===== src/rtl/core/pla_pkg.sv =====
// Package for the positional list array.
// Holds the controller state type, operation codes and the command/status structs.
// No dependencies.
`timescale 1ns / 1ps
`default_nettype none

package pla_pkg;

	localparam logic [2:0] OP_INSERT   = 3'd0;
	localparam logic [2:0] OP_REMOVE   = 3'd1;
	localparam logic [2:0] OP_RETRIEVE = 3'd2;
	localparam logic [2:0] OP_REPLACE  = 3'd3;
	localparam logic [2:0] OP_CLEAR    = 3'd4;

	localparam int RESULT_WIDTH = 32;
	localparam int COUNT_WIDTH  = 8;

	typedef enum logic [2:0] {
		ST_IDLE,
		ST_DECODE,
		ST_CAPTURE,
		ST_SH_RD,
		ST_SH_WR,
		ST_PLACE,
		ST_DONE
	} state_t;

	typedef struct packed {
		logic load_req;
		logic idx_from_fill;
		logic idx_from_pos;
		logic idx_dec;
		logic idx_inc;
		logic mem_rd;
		logic rd_shift;
		logic mem_wr;
		logic wr_shift;
		logic cap_item;
		logic set_ok;
		logic fill_inc;
		logic fill_dec;
		logic fill_clr;
		logic finish;
	} cmd_t;

	typedef struct packed {
		logic [2:0] op;
		logic       ins_ok;
		logic       ins_at_end;
		logic       pos_ok;
		logic       rem_tail;
		logic       up_last;
		logic       down_last;
		logic       out_free;
	} sts_t;

endpackage

`default_nettype wire


===== src/rtl/core/pla_ctrl.sv =====
// Controller state machine for the positional list array.
// Sequences decode, entry shifting and result hand-off; uses pla_pkg.
`timescale 1ns / 1ps
`default_nettype none

module pla_ctrl (
	input  wire logic          clk,
	input  wire logic          arst_n,
	input  wire logic          in_valid,
	output logic               in_ready,
	input  wire pla_pkg::sts_t sts,
	output pla_pkg::cmd_t      cmd
);

	pla_pkg::state_t state_q;
	pla_pkg::state_t state_d;

	always_ff @(posedge clk or negedge arst_n) begin
		if (!arst_n) begin
			state_q <= pla_pkg::ST_IDLE;
		end else begin
			state_q <= state_d;
		end
	end

	always_comb begin
		state_d  = state_q;
		cmd      = '0;
		in_ready = 1'b0;
		case (state_q)
			pla_pkg::ST_IDLE: begin
				in_ready = 1'b1;
				if (in_valid) begin
					cmd.load_req = 1'b1;
					state_d      = pla_pkg::ST_DECODE;
				end
			end
			pla_pkg::ST_DECODE: begin
				state_d = pla_pkg::ST_DONE;
				case (sts.op)
					pla_pkg::OP_INSERT: begin
						if (sts.ins_ok) begin
							if (sts.ins_at_end) begin
								state_d = pla_pkg::ST_PLACE;
							end else begin
								cmd.idx_from_fill = 1'b1;
								state_d           = pla_pkg::ST_SH_RD;
							end
						end
					end
					pla_pkg::OP_REMOVE, pla_pkg::OP_RETRIEVE: begin
						if (sts.pos_ok) begin
							cmd.mem_rd = 1'b1;
							state_d    = pla_pkg::ST_CAPTURE;
						end
					end
					pla_pkg::OP_REPLACE: begin
						if (sts.pos_ok) begin
							cmd.mem_wr = 1'b1;
							cmd.set_ok = 1'b1;
						end
					end
					pla_pkg::OP_CLEAR: begin
						cmd.fill_clr = 1'b1;
						cmd.set_ok   = 1'b1;
					end
					default: begin
						state_d = pla_pkg::ST_DONE;
					end
				endcase
			end
			pla_pkg::ST_CAPTURE: begin
				cmd.cap_item = 1'b1;
				cmd.set_ok   = 1'b1;
				state_d      = pla_pkg::ST_DONE;
				if (sts.op == pla_pkg::OP_REMOVE) begin
					if (sts.rem_tail) begin
						cmd.idx_from_pos = 1'b1;
						state_d          = pla_pkg::ST_SH_RD;
					end else begin
						cmd.fill_dec = 1'b1;
					end
				end
			end
			pla_pkg::ST_SH_RD: begin
				cmd.mem_rd   = 1'b1;
				cmd.rd_shift = 1'b1;
				state_d      = pla_pkg::ST_SH_WR;
			end
			pla_pkg::ST_SH_WR: begin
				cmd.mem_wr   = 1'b1;
				cmd.wr_shift = 1'b1;
				if (sts.op == pla_pkg::OP_INSERT) begin
					if (sts.up_last) begin
						state_d = pla_pkg::ST_PLACE;
					end else begin
						cmd.idx_dec = 1'b1;
						state_d     = pla_pkg::ST_SH_RD;
					end
				end else begin
					if (sts.down_last) begin
						cmd.fill_dec = 1'b1;
						state_d      = pla_pkg::ST_DONE;
					end else begin
						cmd.idx_inc = 1'b1;
						state_d     = pla_pkg::ST_SH_RD;
					end
				end
			end
			pla_pkg::ST_PLACE: begin
				cmd.mem_wr   = 1'b1;
				cmd.fill_inc = 1'b1;
				cmd.set_ok   = 1'b1;
				state_d      = pla_pkg::ST_DONE;
			end
			pla_pkg::ST_DONE: begin
				if (sts.out_free) begin
					cmd.finish = 1'b1;
					state_d    = pla_pkg::ST_IDLE;
				end
			end
			default: begin
				state_d = pla_pkg::ST_IDLE;
			end
		endcase
	end

endmodule

`default_nettype wire


===== config.mk =====
export PLATFORM = sky130hd
export DESIGN_NAME = pla_ctrl
export DESIGN_NICKNAME = d
export VERILOG_FILES = /design/src/rtl/core/pla_pkg.sv /design/src/rtl/core/pla_ctrl.sv
export SDC_FILE = /design/constraint.sdc
export NUM_CORES = 1
export LEC_CHECK = 0
export ABC_CLOCK_PERIOD_IN_PS = 4000
export BUFFER_PORTS_ARGS = -buffer_cell sky130_fd_sc_hd__buf_2
export CAP_MARGIN = 20
export CORE_AREA = 2 2 39 41
export CTS_BUF_LIST = sky130_fd_sc_hd__clkbuf_8
export CTS_CLUSTER_SIZE = 24
export DETAILED_ROUTE_END_ITERATION = 8
export DIE_AREA = 0 0 41 43
export PLACE_DENSITY = 0.67
export SLEW_MARGIN = 20
export SYNTH_ARGS = -nofsm -noshare
export SYNTH_HDL_FRONTEND = slang
export SYNTH_SLANG_ARGS = --single-unit

===== constraint.sdc =====
create_clock -name clk -period 4 [get_ports clk]
set_clock_uncertainty 0.15 [all_clocks]
set_input_delay 0.2 -clock clk [delete_from_list [all_inputs] [get_ports clk]]
set_output_delay 0.2 -clock clk [all_outputs]
set_load 0.005 [all_outputs]

==> results of run 1 <==
==> per-layer routing <==
metal,vias up,share of wire [%]
met5,-,0
met4,0,2.4
met3,4,6.4
met2,25,50
met1,258,41
li1,288,-
==> logic make-up after synthesis <==
| kind of cell | Yosys count | synth area share, % |
|---|---|---|
| XOR/XNOR | 1 | 1.90 |
| buffers and inverters | 11 | 11.1 |
| flip-flops | 3 | 16.3 |
| AO/OA/AOI/OAI | 13 | 22.0 |
| AND/OR/NAND/NOR | 36 | 48.8 |
==> worst max-delay path, delay by kind of cell (launching register included) <==
kind / cells / cell delay (ns)
DFF: 1 / 0.60
and+or+nand+nor: 2 / 0.58
buffers and inverters: 1 / 0.14
==> worst paths after layout <==
check	end	slack, ns
max	cmd[13]	2.11
min	state_q[2]	0.16
max reg2reg	state_q[2]	2.54
min reg2reg	state_q[1]	0.63
max in group asynchronous	state_q[0]	3.44
min in group clk	state_q[2]	0.16
==> cell usage after synthesis <==
| library cell | count |
|---|---|
| o311ai_0 | 1 |
| o221ai_1 | 2 |
| inv_1 | 3 |
| o311a_1 | 1 |
| nor4_1 | 2 |
| and2_1 | 4 |
| o31a_1 | 1 |
| and3b_1 | 1 |
| o32a_1 | 1 |
| and3_1 | 1 |
| a21oi_1 | 2 |
| dfrtp_1 | 3 |
| or4b_4 | 1 |
| nand2_1 | 5 |
| or4b_1 | 1 |
| and4b_1 | 1 |
| nor3_1 | 5 |
| a211oi_1 | 1 |
| o31ai_1 | 2 |
| nor3b_1 | 6 |
| nand3b_1 | 1 |
| a32oi_1 | 1 |
| nand2b_1 | 1 |
| nor2_1 | 5 |
| buf_6 | 1 |
| buf_2 | 2 |
| xnor2_1 | 1 |
| o21ai_0 | 1 |
| nand4bb_1 | 1 |
| nor2b_1 | 1 |
| clkbuf_1 | 5 |
==> power groups by stage <==
stage	Clock, mW	Combinational, mW	Sequential, mW
final	0.0862	0.185	0.103
after global routing	0.0913	0.212	0.110
after CTS	0.0867	0.187	0.102
after detailed placement	0	0.184	0.102
after global placement	0	0.183	0.102
after floorplan	0	0.172	0.0516
==> repair_timing <==
action,CTS,global route
endpoints found under the hold margin,3,0
setup buffers,0,0
hold buffers,1,0
==> area by class of cell <==
class | count | area (sq um)
Clock buffer | 3 | 41.3
Clock inverter | 1 | 3.75
Fill cell | 149 | 747
Inverter | 3 | 11.3
Multi-Input combinational cell | 50 | 335
Sequential cell | 3 | 75.1
Tap cell | 16 | 20.0
Timing Repair Buffer | 29 | 150
==> through the flow <==
step           utilization, %  area [sq um]  hold slack, ns
2_1_floorplan               -           462          -0.246
3_3_place_gp             42.0           582          -0.156
3_5_place_dp             42.0           582          -0.155
4_1_cts                  46.0           637           0.153
5_1_grt                  46.0           637           0.180
6_report                 46.0           637           0.157
==> results.yml, run 1 <==
clock_network:
  h-tree-depth: 1
  cts_buffer_depth: 2
  clkTransAtPathRegs_ns: 0.03
  tritoncts_num_sinks: 3
  cts_tree: "done"
  clock_latency_ns: 0.22
  post_cts_resized: 0
  root_buffer: "clkbuf_8"
  numCtsBuffers: 3
job:
  maxCapViolCount: 0
synthesis:
  syn_nets: 77
  synth_warnings: 0
  ys_types: 31
  synth_top_area_share_pct: 16.3
  syn-cell-area_sq_um: 462
  syn_avg_cell_area_sq_um: 7.21
  yosys-top-cells-area: "dfrtp_1 (16%), nor3b_1 (9.8%), and2_1 (5.4%)"
  netlist_instances: 64
  ys_ff_latch: 3
  synth.largest_area_cell: "dfrtp_1"
  ys_seq_area_share_pct: 16.3
critical_path:
  critPathMaxStageDelay_ns: 0.60
  cp-start-kind: "flip-flop"
  end_kind: "output port"
  cp_common_cell: "nor3b_1"
  path_class: "reg2out"
  required_ns: 3.65
  crit_path_top_delay_cell: "dfrtp_1"
  crit-reg2reg-launch: "state_q[0]"
  worstPathArrival_ns: 1.54
  r2r_cells: 3
  path_cells: "nor3b_1 -> nor3b_1 -> buf_2"
  startpoint: "state_q[0]"
  cp_max_fo: 17
timing:
  fin_crit_ns: 1.89
  tns_ns: 0
  fin_crit_sh_pct: 47.3
  rsz0062_at_grt: "false"
  hold_viol: 0
  slew_viol_final: 0
  setup_viol: 0
  maxSlewHeadroom_pct: 67.5
  layout_setup_ws_ns: 2.11
  tightest_slew_ns: 0.488
  fmax_mhz: 529
place:
  dpl.hpwl_microns: 852
  gp_congestion: 0.822
  pre_cts_slack_ns: 2.36
  portBuffers: 28
  dpl.cell_count: 100
floorplanning:
  core_area_sq_um: 1380
  dieArea_sq_um: 1760
  die_w_microns: 41
  die_y_microns: 43
  start_util_pct: 33.4
  num_io_pins: 29
  rows: 14
power:
  ir_worst_vdd_v: 0.000204
  pwr-share-seq_pct: 27.6
  power_frac_comb_pct: 49.4
  swShare_pct: 44.2
  internal_power_uw: 209
  power.leakage_nw: 0.320
  power_uw: 375
  pwr_density_cell_nw_per_um2: 588
  clockPowerShare_pct: 23.0
  p_sw_uw: 166
min_path:
  hold_class: "in2async"
detailed_routing:
  drtPass1Iterations: 4
  via_count: 575
  vias_per_cell: 5.48
  wl_microns: 1230
  drc: 0
  ant_nets: 0
  first_iter_violations: 13
  wire_per_inst_microns: 11.7
outcome:
  status: "complete, no violations"
global_routing:
  grt_max_degree: 19
  antenna_found_initial: 0
  grt_pass1_vias: 479
  grt_use_met3_pct: 3.14
  gr-total-overflow: 0
  grtUsageMet1_pct: 21.2
  grt_first_pass_wirelength_microns: 1990
  top_usage_layer: "met2"
  track_usage_pct: 16.5
  grtUsageMet2_pct: 23.1
cells_and_area:
  largest_reg_flops: 3
  syn_to_final_growth_pct: 37.9
  final_common_cell: "buf_2"
  drive_above_1_share_pct: 36.0
  final_cell_mix: "buf_2 (28), nor3b_1 (6), nor2_1 (5), nand2_1 (5), nor3_1 (5)"
  diodes: 0
  largestRegisters: "state_q (3)"
  nets: 103
  final_cells: 105
  top_register: "state_q"
Power figures use the tool's default switching activity.
==> run 2, diff against run 1 <==
--- a/config.mk
+++ b/config.mk
@@ -5,7 +5,8 @@
 export SDC_FILE = /design/constraint.sdc
 export NUM_CORES = 1
 export LEC_CHECK = 0
-export ABC_CLOCK_PERIOD_IN_PS = 4000
+export ABC_AREA = 1
+export ABC_CLOCK_PERIOD_IN_PS = 1700
 export BUFFER_PORTS_ARGS = -buffer_cell sky130_fd_sc_hd__buf_2
 export CAP_MARGIN = 20
 export CORE_AREA = 2 2 39 41
==> constraint.sdc (replaced) <==
create_clock -name clk -period 1.7 [get_ports clk]
set_clock_uncertainty 0.15 [all_clocks]
set_input_delay 0.085 -clock clk [delete_from_list [all_inputs] [get_ports clk]]
set_output_delay 0.085 -clock clk [all_outputs]
set_load 0.005 [all_outputs]
==> run 2 against run 1 <==
Net effect:
- cell count is 25% higher
- sequential share of layout area is 0.36 points lower
- first-iteration DRC count is 7.7% higher
- area after synthesis is 6.5% lower
- non-clock buffer count is 2 higher
- cell area is 4.9% higher
- die area stayed put
- flip-flop and latch count stayed put
- highest routed layer unchanged
==> results.yml, run 2 <==
synthesis:
  synth_top_area_share_pct: 17.4
  netlist_instances: 80
  syn-cell-area_sq_um: 432
  synthTopCellsByCount: "inv_1 (19), nand2_1 (18), nor2_1 (11)"
  synth-edff-count: 0
  syn_nets: 93
  syn_avg_cell_area_sq_um: 5.40
  ys_seq_area_share_pct: 17.4
  synth_warnings: 0
  ys_types: 17
  synth_most_common_cell: "inv_1"
  synth.largest_area_cell: "dfrtp_1"
  ys_ff_latch: 3
  async_reset_ff_share_pct: 100
  yosys-top-cells-area: "dfrtp_1 (17%), inv_1 (17%), nand2_1 (16%)"
  ys.flop_type: "dfrtp_1"
timing:
  tns_ns: 0
  fmax_mhz: 621
  setup_viol: 0
  rsz0062_at_grt: "false"
  whs_ns: 0.0268
  fin_crit_ns: 1.61
  fin_crit_sh_pct: 94.7
  hold_viol: 0
  maxSlewHeadroom_pct: 79.8
  slew_viol_final: 0
  tightest_slew_ns: 0.303
clock_network:
  clkTransAtPathRegs_ns: 0.03
  root_buffer: "clkbuf_8"
  clock_latency_ns: 0.21
  h-tree-depth: 1
  cts_buffer_depth: 2
  cts_tree: "done"
  numCtsBuffers: 3
  tritoncts_num_sinks: 3
cells_and_area:
  final_common_cell: "buf_2"
  syn_to_final_growth_pct: 54.8
  final_cell_mix: "buf_2 (28), inv_1 (19), nand2_1 (18)"
  top_register: "state_q"
  largest_reg_flops: 3
  drive_above_1_share_pct: 36.5
  nets: 129
  largestRegisters: "state_q (3)"
  diodes: 0
place:
  portBuffers: 28
  dpl.hpwl_microns: 999
  gp_congestion: 0.813
global_routing:
  grt_first_pass_wirelength_microns: 1930
  track_usage_pct: 15.7
  grt_use_met3_pct: 1.57
  grt_max_degree: 8
  grtUsageMet2_pct: 25.3
  antenna_found_initial: 0
  grtUsageMet1_pct: 20.4
  gr-total-overflow: 0
  grt_pass1_vias: 476
  top_usage_layer: "met2"
critical_path:
  required_ns: 1.46
  crit-reg2reg-launch: "state_q[1]"
  crit_path_top_delay_cell: "dfrtp_2"
  path_cells: "inv_2 -> nand2_1 -> nor2_4 -> nand3_1 -> o31ai_2 -> buf_2"
  path_class: "reg2out"
  critPathMaxStageDelay_ns: 0.41
  startpoint: "state_q[1]"
  cp_max_fo: 6
  cp-start-kind: "flip-flop"
  end_kind: "output port"
  worstPathArrival_ns: 1.37
floorplanning:
  die_y_microns: 43
  dieArea_sq_um: 1760
  core_area_sq_um: 1380
  rows: 14
  start_util_pct: 31.2
  die_w_microns: 41
  num_io_pins: 29
outcome:
  status: "complete, no violations"
min_path:
  hold_class: "in2reg"
  min_from: "in_valid"
detailed_routing:
  via_count: 607
  first_iter_violations: 14
  ant_nets: 0
  drtPass1Iterations: 4
  wl_microns: 1250
  drc: 0
  vias_per_cell: 4.63
  wire_per_inst_microns: 9.54
job:
  maxCapViolCount: 0
power:
  ir_worst_vdd_v: 0.000479
  pwr_density_cell_nw_per_um2: 1370
  power.leakage_nw: 0.444
[run 2: power breakdown]
part / leakage, nW / internal (mW) / switching, mW / total [mW]
Sequential: 0.0357 / 0.111 / 0.0587 / 0.170
Clock: 0.0269 / 0.154 / 0.0462 / 0.200
Combinational: 0.382 / 0.235 / 0.308 / 0.543
[run 2: timing repair]
item	in CTS	in global routing
setup endpoints to repair	0	4
hold buffers	1	0
setup buffers	0	1
gates resized for setup	0	3
hold endpoints to repair	3	0
[run 2: worst paths after layout]
check                                   to  slack, ns  cells after the start
worst max-delay path                cmd[2]       0.09                      6
worst min-delay path            state_q[0]       0.03                      3
worst max register to register  state_q[2]       0.36                      7
worst min register to register  state_q[2]       0.51                      2
max in group asynchronous       state_q[1]       1.21                      2
min in group asynchronous       state_q[2]       0.07                      2
[run 2: cell type report]
class	instances	area [sq um]
fillers	156	716
inverters	20	75.1
multi-input cells	57	287
well taps	16	20.0
flip-flops and latches	3	76.3
clock inverters	1	3.75
repair buffers	31	165
clock buffers	3	41.3
[run 2: critical path: cells and delay by family, from the launching register on]
kind / cells / cell delay (ns)
compound gates: 1 / 0.08
buf+inv: 2 / 0.23
flops: 1 / 0.41
simple gates: 3 / 0.43
[run 2: cells by family (layout without fill, tap and decap cells)]
logic type | count (synthesis) | count (layout) | synth area share [%]
AO/OA/AOI/OAI | 5 | 5 | 7.54
buffers and inverters | 20 | 55 | 17.4
flip-flops | 3 | 3 | 17.4
AND/OR/NAND/NOR | 52 | 52 | 57.7
[run 2: routing by layer]
layer	up-vias	routed length, microns	part of all wire, %
li1	325	-	-
met1	263	525	42
met2	17	643	51
met3	2	74	5.9
met4	0	7	0.56
met5	-	0	0
[run 2: stage by stage]
stage          cell area (sq um)  power (mW)  util (%)  setup slack (ns)  instances
2_1_floorplan                432       0.477         -             0.409         80
5_1_grt                      668        1.00      48.3            0.0202        131
6_report                     668       0.913      48.3            0.0907        131
3_3_place_gp                 599       0.670      43.3             0.273        125
3_5_place_dp                 599       0.677      43.3             0.266        125
4_1_cts                      654       0.884      47.3            0.0358        130
